### src/hdl/ddo_pkg.sv
`default_nettype none
package ddo_pkg;

    localparam int unsigned MAC_A_W   = 35;
    localparam int unsigned MAC_B_W   = 64;
    localparam int unsigned MAC_ACC_W = 68;
    localparam int unsigned CHUNK_W   = 16;
    localparam int unsigned TRIG_W    = 34;

    // round(2^32 / (2 pi))
    localparam logic [29:0] INV_TWO_PI_Q32 = 30'd683565276;
    // 1 / CORDIC gain in Q4.30
    localparam logic signed [TRIG_W-1:0] CORDIC_X0 = 34'sd652032874;

    localparam logic [2:0] REG_METERS_PER_STEP = 3'd0;
    localparam logic [2:0] REG_INV_BASE_WIDTH  = 3'd1;
    localparam logic [2:0] REG_INVERT_FIRST    = 3'd2;
    localparam logic [2:0] REG_INVERT_SECOND   = 3'd3;
    localparam logic [2:0] REG_SWAP_SIDES      = 3'd4;

    typedef struct packed {
        logic       start;
        logic [2:0] chunks;
    } t_mac_req;

    // arctangent of 2^-i in binary-angle units
    function automatic logic [29:0] atan_bam(input logic [4:0] idx);
        logic [29:0] v;
        case (idx)
            5'd0:  v = 30'd536870912;
            5'd1:  v = 30'd316933406;
            5'd2:  v = 30'd167458907;
            5'd3:  v = 30'd85004756;
            5'd4:  v = 30'd42667331;
            5'd5:  v = 30'd21354465;
            5'd6:  v = 30'd10679848;
            5'd7:  v = 30'd5340245;
            5'd8:  v = 30'd2670163;
            5'd9:  v = 30'd1335087;
            5'd10: v = 30'd667544;
            5'd11: v = 30'd333772;
            5'd12: v = 30'd166886;
            5'd13: v = 30'd83443;
            5'd14: v = 30'd41722;
            5'd15: v = 30'd20861;
            5'd16: v = 30'd10430;
            5'd17: v = 30'd5215;
            5'd18: v = 30'd2608;
            5'd19: v = 30'd1304;
            5'd20: v = 30'd652;
            5'd21: v = 30'd326;
            5'd22: v = 30'd163;
            5'd23: v = 30'd81;
            5'd24: v = 30'd41;
            5'd25: v = 30'd20;
            5'd26: v = 30'd10;
            5'd27: v = 30'd5;
            5'd28: v = 30'd3;
            5'd29: v = 30'd1;
            default: v = 30'd0;
        endcase
        return v;
    endfunction

endpackage
`default_nettype wire

### src/hdl/ddo_mac.sv
`default_nettype none
module ddo_mac (
    input  wire                                       i_clk,
    input  wire                                       i_rst_n,
    input  ddo_pkg::t_mac_req                         i_req,
    input  wire signed [ddo_pkg::MAC_A_W-1:0]         i_a,
    input  wire signed [ddo_pkg::MAC_B_W-1:0]         i_b,
    output logic signed [ddo_pkg::MAC_ACC_W-1:0]      o_acc,
    output logic                                      o_done
);

    logic signed [ddo_pkg::MAC_A_W-1:0]   r_a;
    logic        [ddo_pkg::MAC_B_W-1:0]   r_b;
    logic signed [ddo_pkg::MAC_ACC_W-1:0] r_acc;
    logic [2:0]                           r_cnt;
    logic                                 r_first;
    logic                                 r_busy;
    logic                                 r_done;
    logic signed [ddo_pkg::CHUNK_W:0]     chunk;
    logic signed [ddo_pkg::MAC_A_W+ddo_pkg::CHUNK_W:0] prod;

    // top chunk is signed, lower chunks are unsigned
    assign chunk = r_first ? {r_b[63], r_b[63:48]} : {1'b0, r_b[63:48]};
    assign prod  = r_a * chunk;

    always_ff @(posedge i_clk) begin
        if (!i_rst_n) begin
            r_busy <= 1'b0;
            r_done <= 1'b0;
        end else begin
            r_done <= 1'b0;
            if (i_req.start) begin
                r_busy  <= 1'b1;
                r_a     <= i_a;
                r_b     <= i_b << {3'd4 - i_req.chunks, 4'd0};
                r_cnt   <= i_req.chunks;
                r_first <= 1'b1;
                r_acc   <= '0;
            end else if (r_busy) begin
                r_acc   <= {r_acc[51:0], 16'h0000} + {{16{prod[51]}}, prod};
                r_b     <= r_b << ddo_pkg::CHUNK_W;
                r_first <= 1'b0;
                r_cnt   <= r_cnt - 3'd1;
                if (r_cnt == 3'd1) begin
                    r_busy <= 1'b0;
                    r_done <= 1'b1;
                end
            end
        end
    end

    assign o_acc  = r_acc;
    assign o_done = r_done;

endmodule
`default_nettype wire

### src/hdl/ddo_cordic.sv
`default_nettype none
module ddo_cordic #(
    parameter int TRIG_ITERATIONS = 16
) (
    input  wire                                   i_clk,
    input  wire                                   i_rst_n,
    input  wire                                   i_start,
    input  wire  [31:0]                           i_angle,
    output logic signed [ddo_pkg::TRIG_W-1:0]     o_cos,
    output logic signed [ddo_pkg::TRIG_W-1:0]     o_sin,
    output logic                                  o_done
);

    localparam logic [4:0] LAST = 5'(TRIG_ITERATIONS - 1);

    logic signed [ddo_pkg::TRIG_W-1:0] r_x, r_y, r_z;
    logic [4:0]                        r_i;
    logic                              r_flip;
    logic                              r_busy;
    logic                              r_done;
    logic                              flip;
    logic [31:0]                       folded;
    logic signed [ddo_pkg::TRIG_W-1:0] dx, dy, at;

    // fold the left half plane onto the right one and negate at the end
    assign flip   = i_angle[31] ^ i_angle[30];
    assign folded = flip ? i_angle + 32'h8000_0000 : i_angle;
    assign dx     = r_y >>> r_i;
    assign dy     = r_x >>> r_i;
    assign at     = {4'b0, ddo_pkg::atan_bam(r_i)};

    always_ff @(posedge i_clk) begin
        if (!i_rst_n) begin
            r_busy <= 1'b0;
            r_done <= 1'b0;
        end else begin
            r_done <= 1'b0;
            if (i_start) begin
                r_busy <= 1'b1;
                r_x    <= ddo_pkg::CORDIC_X0;
                r_y    <= '0;
                r_z    <= {{2{folded[31]}}, folded};
                r_flip <= flip;
                r_i    <= '0;
            end else if (r_busy) begin
                if (!r_z[ddo_pkg::TRIG_W-1]) begin
                    r_x <= r_x - dx;
                    r_y <= r_y + dy;
                    r_z <= r_z - at;
                end else begin
                    r_x <= r_x + dx;
                    r_y <= r_y - dy;
                    r_z <= r_z + at;
                end
                r_i <= r_i + 5'd1;
                if (r_i == LAST) begin
                    r_busy <= 1'b0;
                    r_done <= 1'b1;
                end
            end
        end
    end

    assign o_cos  = r_flip ? -r_x : r_x;
    assign o_sin  = r_flip ? -r_y : r_y;
    assign o_done = r_done;

endmodule
`default_nettype wire

### src/hdl/diff_drive_odometry_top.sv
// The input is ready only while the sequencer is idle, so a new item is taken only once the
// last one has passed through the shared 35x17 multiply-accumulate and the CORDIC loop and
// its result is in the output register, where it waits while the next item is taken.
// Reset (synchronous, active low) clears pose, previous counts and registers
// to their defaults.
`default_nettype none
module diff_drive_odometry_top #(
    parameter int TRIG_ITERATIONS = 16
) (
    input  wire          i_clk,
    input  wire          i_rst_n,
    input  wire          s_axis_tvalid,
    output logic         s_axis_tready,
    input  wire  [63:0]  s_axis_tdata,   // first_count[31:0], second_count[63:32]
    output logic         m_axis_tvalid,
    input  wire          m_axis_tready,
    // pos_x[31:0], pos_y[63:32], heading[95:64], orient_z[111:96], orient_w[127:112]
    output logic [127:0] m_axis_tdata,
    input  wire          psel,
    input  wire          penable,
    input  wire          pwrite,
    input  wire  [4:0]   paddr,
    input  wire  [31:0]  pwdata,
    output logic [31:0]  prdata,
    output logic         pready
);

    typedef enum logic [4:0] {
        S_IDLE, S_UW_GO, S_UW_WT, S_UP_GO, S_UP_WT, S_Q_GO, S_Q_WT, S_H_GO, S_H_WT,
        S_C1_GO, S_C1_WT, S_X_GO, S_X_WT, S_Y_GO, S_Y_WT, S_C2_GO, S_C2_WT, S_OUT
    } t_state;

    t_state        r_state;
    logic [31:0]   r_mps;
    logic [23:0]   r_ibw;
    logic          r_inv1, r_inv2, r_swap;
    logic [31:0]   r_prev1, r_prev2, r_px, r_py, r_head, r_hd;
    logic signed [32:0] r_sum, r_diff;
    logic signed [31:0] r_uw, r_up;
    logic signed [56:0] r_q;
    logic          r_ovalid;
    logic [127:0]  r_odata;

    logic [31:0]   d1, d2, e1, e2, a1, a2;
    logic          in_acc, cfg_wr, out_load;
    ddo_pkg::t_mac_req mac_req;
    logic signed [ddo_pkg::MAC_A_W-1:0]   mac_a;
    logic signed [ddo_pkg::MAC_B_W-1:0]   mac_b;
    logic signed [ddo_pkg::MAC_ACC_W-1:0] mac_acc;
    logic          mac_done;
    logic          cor_start, cor_done;
    logic [31:0]   cor_angle;
    logic signed [ddo_pkg::TRIG_W-1:0] cor_cos, cor_sin;

    function automatic logic [31:0] sat32(input logic signed [51:0] v);
        logic [31:0] r;
        if (v > 52'sd2147483647)       r = 32'h7FFF_FFFF;
        else if (v < -52'sd2147483648) r = 32'h8000_0000;
        else                           r = v[31:0];
        return r;
    endfunction

    function automatic logic [15:0] to_q15(input logic signed [33:0] v);
        logic signed [34:0] t;
        logic signed [19:0] r;
        logic [15:0]        o;
        t = {v[33], v} + 35'sd16384;
        r = t[34:15];
        if (r > 20'sd32767)       o = 16'h7FFF;
        else if (r < -20'sd32768) o = 16'h8000;
        else                      o = r[15:0];
        return o;
    endfunction

    assign s_axis_tready = (r_state == S_IDLE);
    assign in_acc = s_axis_tvalid && s_axis_tready;
    assign cfg_wr = psel && penable && pwrite && pready;
    assign pready = 1'b1;
    assign out_load = (r_state == S_OUT) && (!r_ovalid || m_axis_tready);

    assign d1 = s_axis_tdata[31:0] - r_prev1;
    assign d2 = s_axis_tdata[63:32] - r_prev2;
    assign e1 = r_inv1 ? 32'd0 - d1 : d1;
    assign e2 = r_inv2 ? 32'd0 - d2 : d2;
    assign a1 = r_swap ? e2 : e1;
    assign a2 = r_swap ? e1 : e2;

    always_comb begin
        mac_req.start  = 1'b0;
        mac_req.chunks = 3'd3;
        mac_a = {3'b000, r_mps};
        mac_b = {{31{r_sum[32]}}, r_sum};
        cor_start = 1'b0;
        cor_angle = r_head;
        case (r_state)
            S_UW_GO: mac_req.start = 1'b1;
            S_UP_GO: begin
                mac_req.start = 1'b1;
                mac_b = {{31{r_diff[32]}}, r_diff};
            end
            S_Q_GO: begin
                mac_req.start  = 1'b1;
                mac_req.chunks = 3'd2;
                mac_a = {{3{r_up[31]}}, r_up};
                mac_b = {40'd0, r_ibw};
            end
            S_H_GO: begin
                mac_req.start  = 1'b1;
                mac_req.chunks = 3'd4;
                mac_a = {5'd0, ddo_pkg::INV_TWO_PI_Q32};
                mac_b = {{7{r_q[56]}}, r_q};
            end
            S_X_GO: begin
                mac_req.start = 1'b1;
                mac_a = {{3{r_uw[31]}}, r_uw};
                mac_b = {{30{cor_cos[33]}}, cor_cos};
            end
            S_Y_GO: begin
                mac_req.start = 1'b1;
                mac_a = {{3{r_uw[31]}}, r_uw};
                mac_b = {{30{cor_sin[33]}}, cor_sin};
            end
            S_C1_GO: cor_start = 1'b1;
            S_C2_GO: begin
                cor_start = 1'b1;
                cor_angle = {1'b0, r_head[31:1]};
            end
            default: ;
        endcase
    end

    ddo_mac u_mac (
        .i_clk   (i_clk),
        .i_rst_n (i_rst_n),
        .i_req   (mac_req),
        .i_a     (mac_a),
        .i_b     (mac_b),
        .o_acc   (mac_acc),
        .o_done  (mac_done)
    );

    ddo_cordic #(.TRIG_ITERATIONS(TRIG_ITERATIONS)) u_cordic (
        .i_clk   (i_clk),
        .i_rst_n (i_rst_n),
        .i_start (cor_start),
        .i_angle (cor_angle),
        .o_cos   (cor_cos),
        .o_sin   (cor_sin),
        .o_done  (cor_done)
    );

    always_ff @(posedge i_clk) begin
        if (!i_rst_n) begin
            r_state  <= S_IDLE;
            r_ovalid <= 1'b0;
            r_mps    <= 32'd4294967;
            r_ibw    <= 24'd163840;
            r_inv1   <= 1'b0;
            r_inv2   <= 1'b0;
            r_swap   <= 1'b1;
            r_prev1  <= '0;
            r_prev2  <= '0;
            r_px     <= '0;
            r_py     <= '0;
            r_head   <= '0;
        end else begin
            if (cfg_wr) begin
                case (paddr[4:2])
                    ddo_pkg::REG_METERS_PER_STEP: r_mps  <= pwdata;
                    ddo_pkg::REG_INV_BASE_WIDTH:  r_ibw  <= pwdata[23:0];
                    ddo_pkg::REG_INVERT_FIRST:    r_inv1 <= pwdata[0];
                    ddo_pkg::REG_INVERT_SECOND:   r_inv2 <= pwdata[0];
                    ddo_pkg::REG_SWAP_SIDES:      r_swap <= pwdata[0];
                    default: ;
                endcase
            end
            if (out_load) begin
                r_ovalid <= 1'b1;
            end else if (m_axis_tready) begin
                r_ovalid <= 1'b0;
            end
            case (r_state)
                S_IDLE: if (in_acc) begin
                    r_prev1 <= s_axis_tdata[31:0];
                    r_prev2 <= s_axis_tdata[63:32];
                    r_sum   <= {a1[31], a1} + {a2[31], a2};
                    r_diff  <= {a2[31], a2} - {a1[31], a1};
                    r_state <= S_UW_GO;
                end
                S_UW_GO: r_state <= S_UW_WT;
                S_UW_WT: if (mac_done) begin
                    r_uw    <= sat32($signed(mac_acc[67:16]) >>> 1);
                    r_state <= S_UP_GO;
                end
                S_UP_GO: r_state <= S_UP_WT;
                S_UP_WT: if (mac_done) begin
                    r_up    <= sat32(mac_acc[67:16]);
                    r_state <= S_Q_GO;
                end
                S_Q_GO: r_state <= S_Q_WT;
                S_Q_WT: if (mac_done) begin
                    r_q     <= mac_acc[56:0];
                    r_state <= S_H_GO;
                end
                S_H_GO: r_state <= S_H_WT;
                S_H_WT: if (mac_done) begin
                    r_hd    <= mac_acc[63:32];
                    r_state <= S_C1_GO;
                end
                S_C1_GO: r_state <= S_C1_WT;
                S_C1_WT: if (cor_done) r_state <= S_X_GO;
                S_X_GO:  r_state <= S_X_WT;
                S_X_WT: if (mac_done) begin
                    r_px    <= r_px + mac_acc[61:30];
                    r_state <= S_Y_GO;
                end
                S_Y_GO: r_state <= S_Y_WT;
                S_Y_WT: if (mac_done) begin
                    r_py    <= r_py + mac_acc[61:30];
                    r_head  <= r_head + r_hd;
                    r_state <= S_C2_GO;
                end
                S_C2_GO: r_state <= S_C2_WT;
                S_C2_WT: if (cor_done) r_state <= S_OUT;
                S_OUT: if (out_load) begin
                    r_odata  <= {to_q15(cor_cos), to_q15(cor_sin), r_head, r_py, r_px};
                    r_state  <= S_IDLE;
                end
                default: r_state <= S_IDLE;
            endcase
        end
    end

    always_comb begin
        case (paddr[4:2])
            ddo_pkg::REG_METERS_PER_STEP: prdata = r_mps;
            ddo_pkg::REG_INV_BASE_WIDTH:  prdata = {8'd0, r_ibw};
            ddo_pkg::REG_INVERT_FIRST:    prdata = {31'd0, r_inv1};
            ddo_pkg::REG_INVERT_SECOND:   prdata = {31'd0, r_inv2};
            ddo_pkg::REG_SWAP_SIDES:      prdata = {31'd0, r_swap};
            default:                      prdata = 32'd0;
        endcase
    end

    assign m_axis_tvalid = r_ovalid;
    assign m_axis_tdata  = r_odata;

endmodule
`default_nettype wire

### config.mk
export PLATFORM = sky130hd
export DESIGN_NAME = diff_drive_odometry_top
export DESIGN_NICKNAME = d
export VERILOG_FILES = /design/src/hdl/ddo_pkg.sv /design/src/hdl/ddo_mac.sv /design/src/hdl/ddo_cordic.sv /design/src/hdl/diff_drive_odometry_top.sv
export SDC_FILE = /design/constraint.sdc
export NUM_CORES = 2
export LEC_CHECK = 0
export ABC_AREA = 1
export BUFFER_PORTS_ARGS = -buffer_cell sky130_fd_sc_hd__buf_4
export CAP_MARGIN = 10
export CORE_AREA = 2 2 404 406
export CTS_CLUSTER_SIZE = 10
export DETAILED_ROUTE_END_ITERATION = 10
export DIE_AREA = 0 0 406 408
export HOLD_SLACK_MARGIN = 0.12
export MAX_ROUTING_LAYER = met4
export PLACE_DENSITY_LB_ADDON = 0.15
export SLEW_MARGIN = 20
export SYNTH_ARGS = -nofsm -noshare
export SYNTH_HDL_FRONTEND = slang
export SYNTH_SLANG_ARGS = --single-unit
### constraint.sdc
create_clock -name i_clk -period 18.3 [get_ports i_clk]
set_input_delay 3.66 -clock i_clk [delete_from_list [all_inputs] [get_ports i_clk]]
set_output_delay 3.66 -clock i_clk [all_outputs]
set_load 0.01 [all_outputs]
# Yosys cells after proc, flatten, opt, wreduce, memory -nomap -nowiden

Memories as Yosys holds them, arrays and structs flattened. A register that Yosys moved wholly into a read port is not among the register bits.
Index checks and enable logic that the tools add are counted.

Memory bits (read-only): 960
Flip-flop bits (word level): 855
Memory bits (writable): 0
Word-level logic and storage cells: 200
Memories kept: 1
Latch bits: 0

Memory list:

| name             | depth | width | rd ports | clocked after memory_dff | wr ports | RTL line      | source |
|---|---|---|---|---|---|---|---|
| (name not given) | 32    | 30    | 1        | 1                        | 0        | ddo_pkg.sv:29 | `case (idx)` |

Eq/ne operators: 33
Shift-type cells: 3
$mul: 1
Add/subtract/negate cells: 24
Mux-type cells: 56
Reductions and logical operators: 35
Bitwise gates (word level): 4
Divide/modulo/power cells: 0
$lt $le $gt $ge: 8

Operators with widths:

| kind                   | number |
|---|---|
| $pmux 64 s5            | 1 |
| $mux 34                | 9 |
| $mux 32                | 8 |
| $pmux 32 s5            | 1 |
| $mux 64                | 2 |
| $pmux 35 s3            | 1 |
| $add 32x32->32         | 3 |
| $pmux 5 s18            | 1 |
| $add 34x16->35 const B | 2 |
| $add 34x34->34         | 2 |
| $add 68x68->68         | 1 |
| $mux 68                | 1 |
| $neg 34->34            | 2 |
| $sshr 34x5->34         | 2 |
| $sub 34x34->34         | 2 |
| $mux 5                 | 13 |
| $shl 64x7->64          | 1 |
| $sub 1x32->32 const A  | 2 |
| $sub 32x32->32         | 2 |
| $gt 52x32->1 const B   | 1 |
| $lt 52x32->1 const B   | 1 |
| $mul 35x17->52         | 1 |
| $gt 51x32->1 const B   | 1 |
| $lt 51x32->1 const B   | 1 |
| other kinds (39)       | 103 |

# Logic depth before layout (Yosys ltp)

Word-level depth: 6
Mapped depth: 47
Mapped depth without buffers: 45

# Hierarchy

From an unflattened synthesis, not the netlist that was laid out.

Cells, all modules: 12721
Area total of the unflattened synthesis: 91152.4 µm²

By module, submodules not included:

| module                  | cells an instance | instances | area each (µm²) | seq. area each (µm²) |
|---|---|---|---|---|
| diff_drive_odometry_top | 5521              | 1         | 39738.1         | 14894.3 |
| ddo_mac                 | 4097              | 1         | 32321.0         | 5175.0 |
| ddo_cordic              | 3103              | 1         | 19093.3         | 3883.7 |

# Least setup slack after synthesis

Ideal clock, no wire load.

Path type: input-to-reg
Start: in i_rst_n
End: reg u_mac.r_acc, in the netlist u_mac.o_acc[0] (enable)
Required time: 17481 ps
Path slack: 3740 ps
Stages: 4
Data arrival time: 13741 ps
Cell sequence: clkinv_1 > clkbuf_1 > buf_1 > o21ai_0

Cells in the longest elaborated chain, start to end: 1

RTL lines:

| item                       | RTL line                      | source |
|---|---|---|
| start: declaration         | diff_drive_odometry_top.sv:11 | `input wire i_rst_n,` |
| $reduce_and 2->1 (no line) | n/a                           |  |
| end signal: assignment     | ddo_mac.sv:40                 | `r_acc <= {r_acc[51:0], 16'h0000} + {{16{prod[51]}}, prod};` |
| end: declaration           | ddo_mac.sv:14                 | `logic signed [ddo_pkg::MAC_ACC_W-1:0] r_acc;` |

No other way between the ends.
A chain may end at the register's enable or synchronous reset.

# Worst setup path after layout

Start: reg u_mac.r_b[59] (netlist bit)
End: reg u_mac.r_acc, in the netlist u_mac.o_acc[65], data pin

Cells in the longest elaborated chain, start to end: 4

RTL lines:

| item                     | RTL line      | source |
|---|---|---|
| start: declaration       | ddo_mac.sv:13 | `logic [ddo_pkg::MAC_B_W-1:0] r_b;` |
| start signal: assignment | ddo_mac.sv:35 | `r_b <= i_b << {3'd4 - i_req.chunks, 4'd0};` |
| start signal: assignment | ddo_mac.sv:41 | `r_b <= r_b << ddo_pkg::CHUNK_W;` |
| $mux 17                  | ddo_mac.sv:23 | `assign chunk = r_first ? {r_b[63], r_b[63:48]} : {1'b0, r_b[63:48]};` |
| $mul 35x17->52           | ddo_mac.sv:24 | `assign prod = r_a * chunk;` |
| $add 68x68->68           | ddo_mac.sv:40 |  |
| $mux 68                  | ddo_mac.sv:39 | `end else if (r_busy) begin` |

No other way between the ends. The select of a mux whose other input is x is not followed.

==> results.toml <==
[cts]
cts_root_buf = "clkbuf_16"
numClockSinks = 882
ctsLongestPathBuffers = 3
cts.repair.resized = 0
htree_num_levels = 3
cts_tree = "done"
numCtsBuffers = 107
cts.reportedPaths.clkPinSlew_ns = 0.06
postCtsHoldBufs = 0
clock_latency_ns = 0.80
cts_setup_buffers = 0

[critical_path]
cpPeakStageDelay_ns = 1.06
required_ns = 18.86
crit_fanout = 18
arrival_ns = 10.73
cpMostUsedCell = "fa_1"
r2r-start = "u_mac.r_b[59]"
rrSetupSlack_ns = 8.12
end_kind = "flip-flop"
slowest_stage = "edfxtp_1"
r2r-end = "u_mac.o_acc[65]"
critical_path_class = "flip-flop to flip-flop"
critPathLaunchType = "flip-flop"
r2r_cells = 34

[synthesis]
synth_nets = 13430
synth-main-ff-cell = "edfxtp_1"
ys_async_sr_fraction_pct = 0
synth_edf_count = 623
avgSynthCellArea_um2 = 7.20
netlist_area_um2 = 88200
ys_warn_count = 0
ys_seq_elements = 882
yosysSeqAreaShare_pct = 27.1
ys_types = 74
netlist_instances = 12250

[sta]
clock.fmax_mhz = 98.3
worstMarginPinSlew_ns = 1.30
relSlewSlack_pct = 13.0
finalWorstSetupSlack_ns = 8.12
min_period_ns = 10.18
hold_viol = 0
maxSlewViolCount = 0
tns_ns = 0
setup_viol = 0
min_period_over_period_pct = 55.6
fin_skew_ns = 0.0935
rsz0062_at_grt = "no"

[global_routing]
grt_max_degree = 103
globalRouteMet2Util_pct = 56.5
grt_use_met3_pct = 8.26
overflow = 0
grt_use_met1_pct = 52.2
grt_usage_pct = 38.8
grt_pass1_wl_mm = 478
antenna_found_initial = 20
top_usage_layer = "met2"
grt_pass1_vias = 80068

[placement]
gp_congestion = 1.12
pre_cts_slack_ns = 8.38
portBuffers = 267
hpwlAfterDp_mm = 249

[cells_and_area]
syn2layout_area_growth_pct = 8.18
final_common_cell = "nand2_1"
drive_gt1_share_pct = 5.53
fin_util_pct = 59.0
layout_common_cells = "2926 x nand2_1, 2085 x inv_1, 1038 x nor2_1"
fill_cells = 15172
nets = 13460

[min_path]
hold_start = "r_prev1[14]"
hold_end = "r_prev1[14]"
hold_depth = 2
hp-class = "flip-flop to flip-flop"

[run]
maxCapViolCount = 0

[die]
die-height_um = 408
boundaryPins = 271
fp.dieW_um = 406
core_um2 = 162000
start_util_pct = 54.5
die_area_um2 = 166000
rows = 148

[drt]
routedWlPerCell_um = 21.8
drt_iter0_drc = 10007
detail-route-antenna-nets = 0
dr.pass1.iters = 7
drc_errors = 0
num_vias = 84991
vias_per_cell = 5.84
postRouteWirelength_mm = 317

[outcome]
status = "finished, final reports clean"
[worst max path at each step]
| stage | from | endpoint | slack [ns] | cells after the start |
|---|---|---|---|---|
| after floorplan | i_rst_n | u_mac.o_acc[0] | 3.74 | 4 |
| after global placement | u_mac.r_b[63] | u_mac.o_acc[59] | 8.35 | 36 |
| after detailed placement | u_mac.r_b[63] | u_mac.o_acc[59] | 8.38 | 36 |
| after CTS | u_mac.r_b[63] | u_mac.o_acc[59] | 8.33 | 36 |
| after global routing | u_mac.r_a[10] | u_mac.o_acc[59] | 7.60 | 35 |
| final | u_mac.r_b[59] | u_mac.o_acc[65] | 8.12 | 34 |
[layout make-up]
class / instances / area, um2 / area share [%]
Clock buffer: 180 / 3080 / 3.23
Tap cell: 2175 / 2720 / 2.85
Clock inverter: 23 / 305 / 0.320
Timing Repair Buffer: 368 / 2780 / 2.91
Antenna cell: 14 / 35.0 / 0.0367
Multi-Input combinational cell: 8806 / 54600 / 57.3
Inverter: 2115 / 7940 / 8.33
Sequential cell: 882 / 23900 / 25.0
[cell usage after synthesis, types with 13 or more instances]
library cell	n	area share, %
edfxtp_1	623	21
inv_1	2090	8.9
o21bai_1	25	0.21
o21ai_0	895	5.1
a21boi_0	19	0.16
nor4_1	37	0.26
nand3b_1	18	0.15
nand2_1	2929	12
a21o_1	32	0.27
nor2_4	14	0.18
nor3_1	105	0.60
o211ai_1	74	0.63
nand2_2	26	0.18
o21ai_1	21	0.12
o21a_1	55	0.47
o221ai_1	23	0.23
dfxtp_1	259	5.9
buf_2	42	0.24
xnor2_1	99	0.98
a31oi_1	85	0.60
nor2_1	1044	4.4
xor2_1	259	2.6
o31ai_1	15	0.13
nand4_1	116	0.82
clkbuf_1	350	1.5
a22oi_1	23	0.20
or2_2	30	0.21
o2111ai_1	15	0.15
a221oi_1	13	0.13
o22ai_1	47	0.33
a21oi_1	842	4.8
nand3_2	13	0.15
inv_2	15	0.064
nor2_2	31	0.22
buf_1	40	0.17
ha_1	516	7.3
fa_1	556	13
a211oi_1	22	0.19
nand3_1	729	4.1
[critical path, delay by kind of cell, from the launching register on]
| family | cells | cell delay (ns) |
|---|---|---|
| xor gates and xnor gates | 1 | 0.83 |
| buffers and inverters | 6 | 0.76 |
| AOI/OAI and AO/OA | 8 | 1.57 |
| DFF | 1 | 1.06 |
| adders and majority gates | 8 | 3.97 |
| and+or+nand+nor | 11 | 1.71 |
[sequential cells by signal (all words and copies together), names as in the netlist, 24 cells and up]
name,flops
u_mac.r_a,33
r_sum,33
r_q,57
r_py,32
r_prev2,32
u_cordic.r_y,34
u_cordic.r_x,34
r_uw,32
u_mac.r_b,64
r_head,32
r_up,32
r_prev1,32
u_cordic.at,30
r_ibw,24
m_axis_tdata,128
r_mps,32
r_diff,32
r_hd,32
u_cordic.r_z,34
u_mac.o_acc,68
r_px,32
[per-layer routing]
| metal | vias to the layer above | wire length [um] |
|---|---|---|
| li1 | 39630 | - |
| met1 | 40339 | 133000 |
| met2 | 4268 | 136000 |
| met3 | 754 | 32600 |
| met4 | 0 | 15500 |
| met5 | - | 0 |
[per-stage QoR]
step	instance area [um2]	hold slack, ns	std cells
finish	95400	0.455	14563
detailed placement	92000	0.451	14346
CTS	95300	0.460	14549
floorplan	88200	0.408	12250
global placement	92000	0.442	14346
global route	95400	0.466	14561
[logic make-up after synthesis]
kind of cell / share of synthesized area [%]
simple gates: 24.1
buf+inv: 11.1
mux: 0.0114
flops: 27.1
fa+ha+maj: 19.9
compound gates: 14.1
other cells: 0.00425
xor+xnor: 3.65
Power is left out: the tool's default activity adds up to more than one toggle a clock period on the data nets, which glitch-free logic cannot reach.
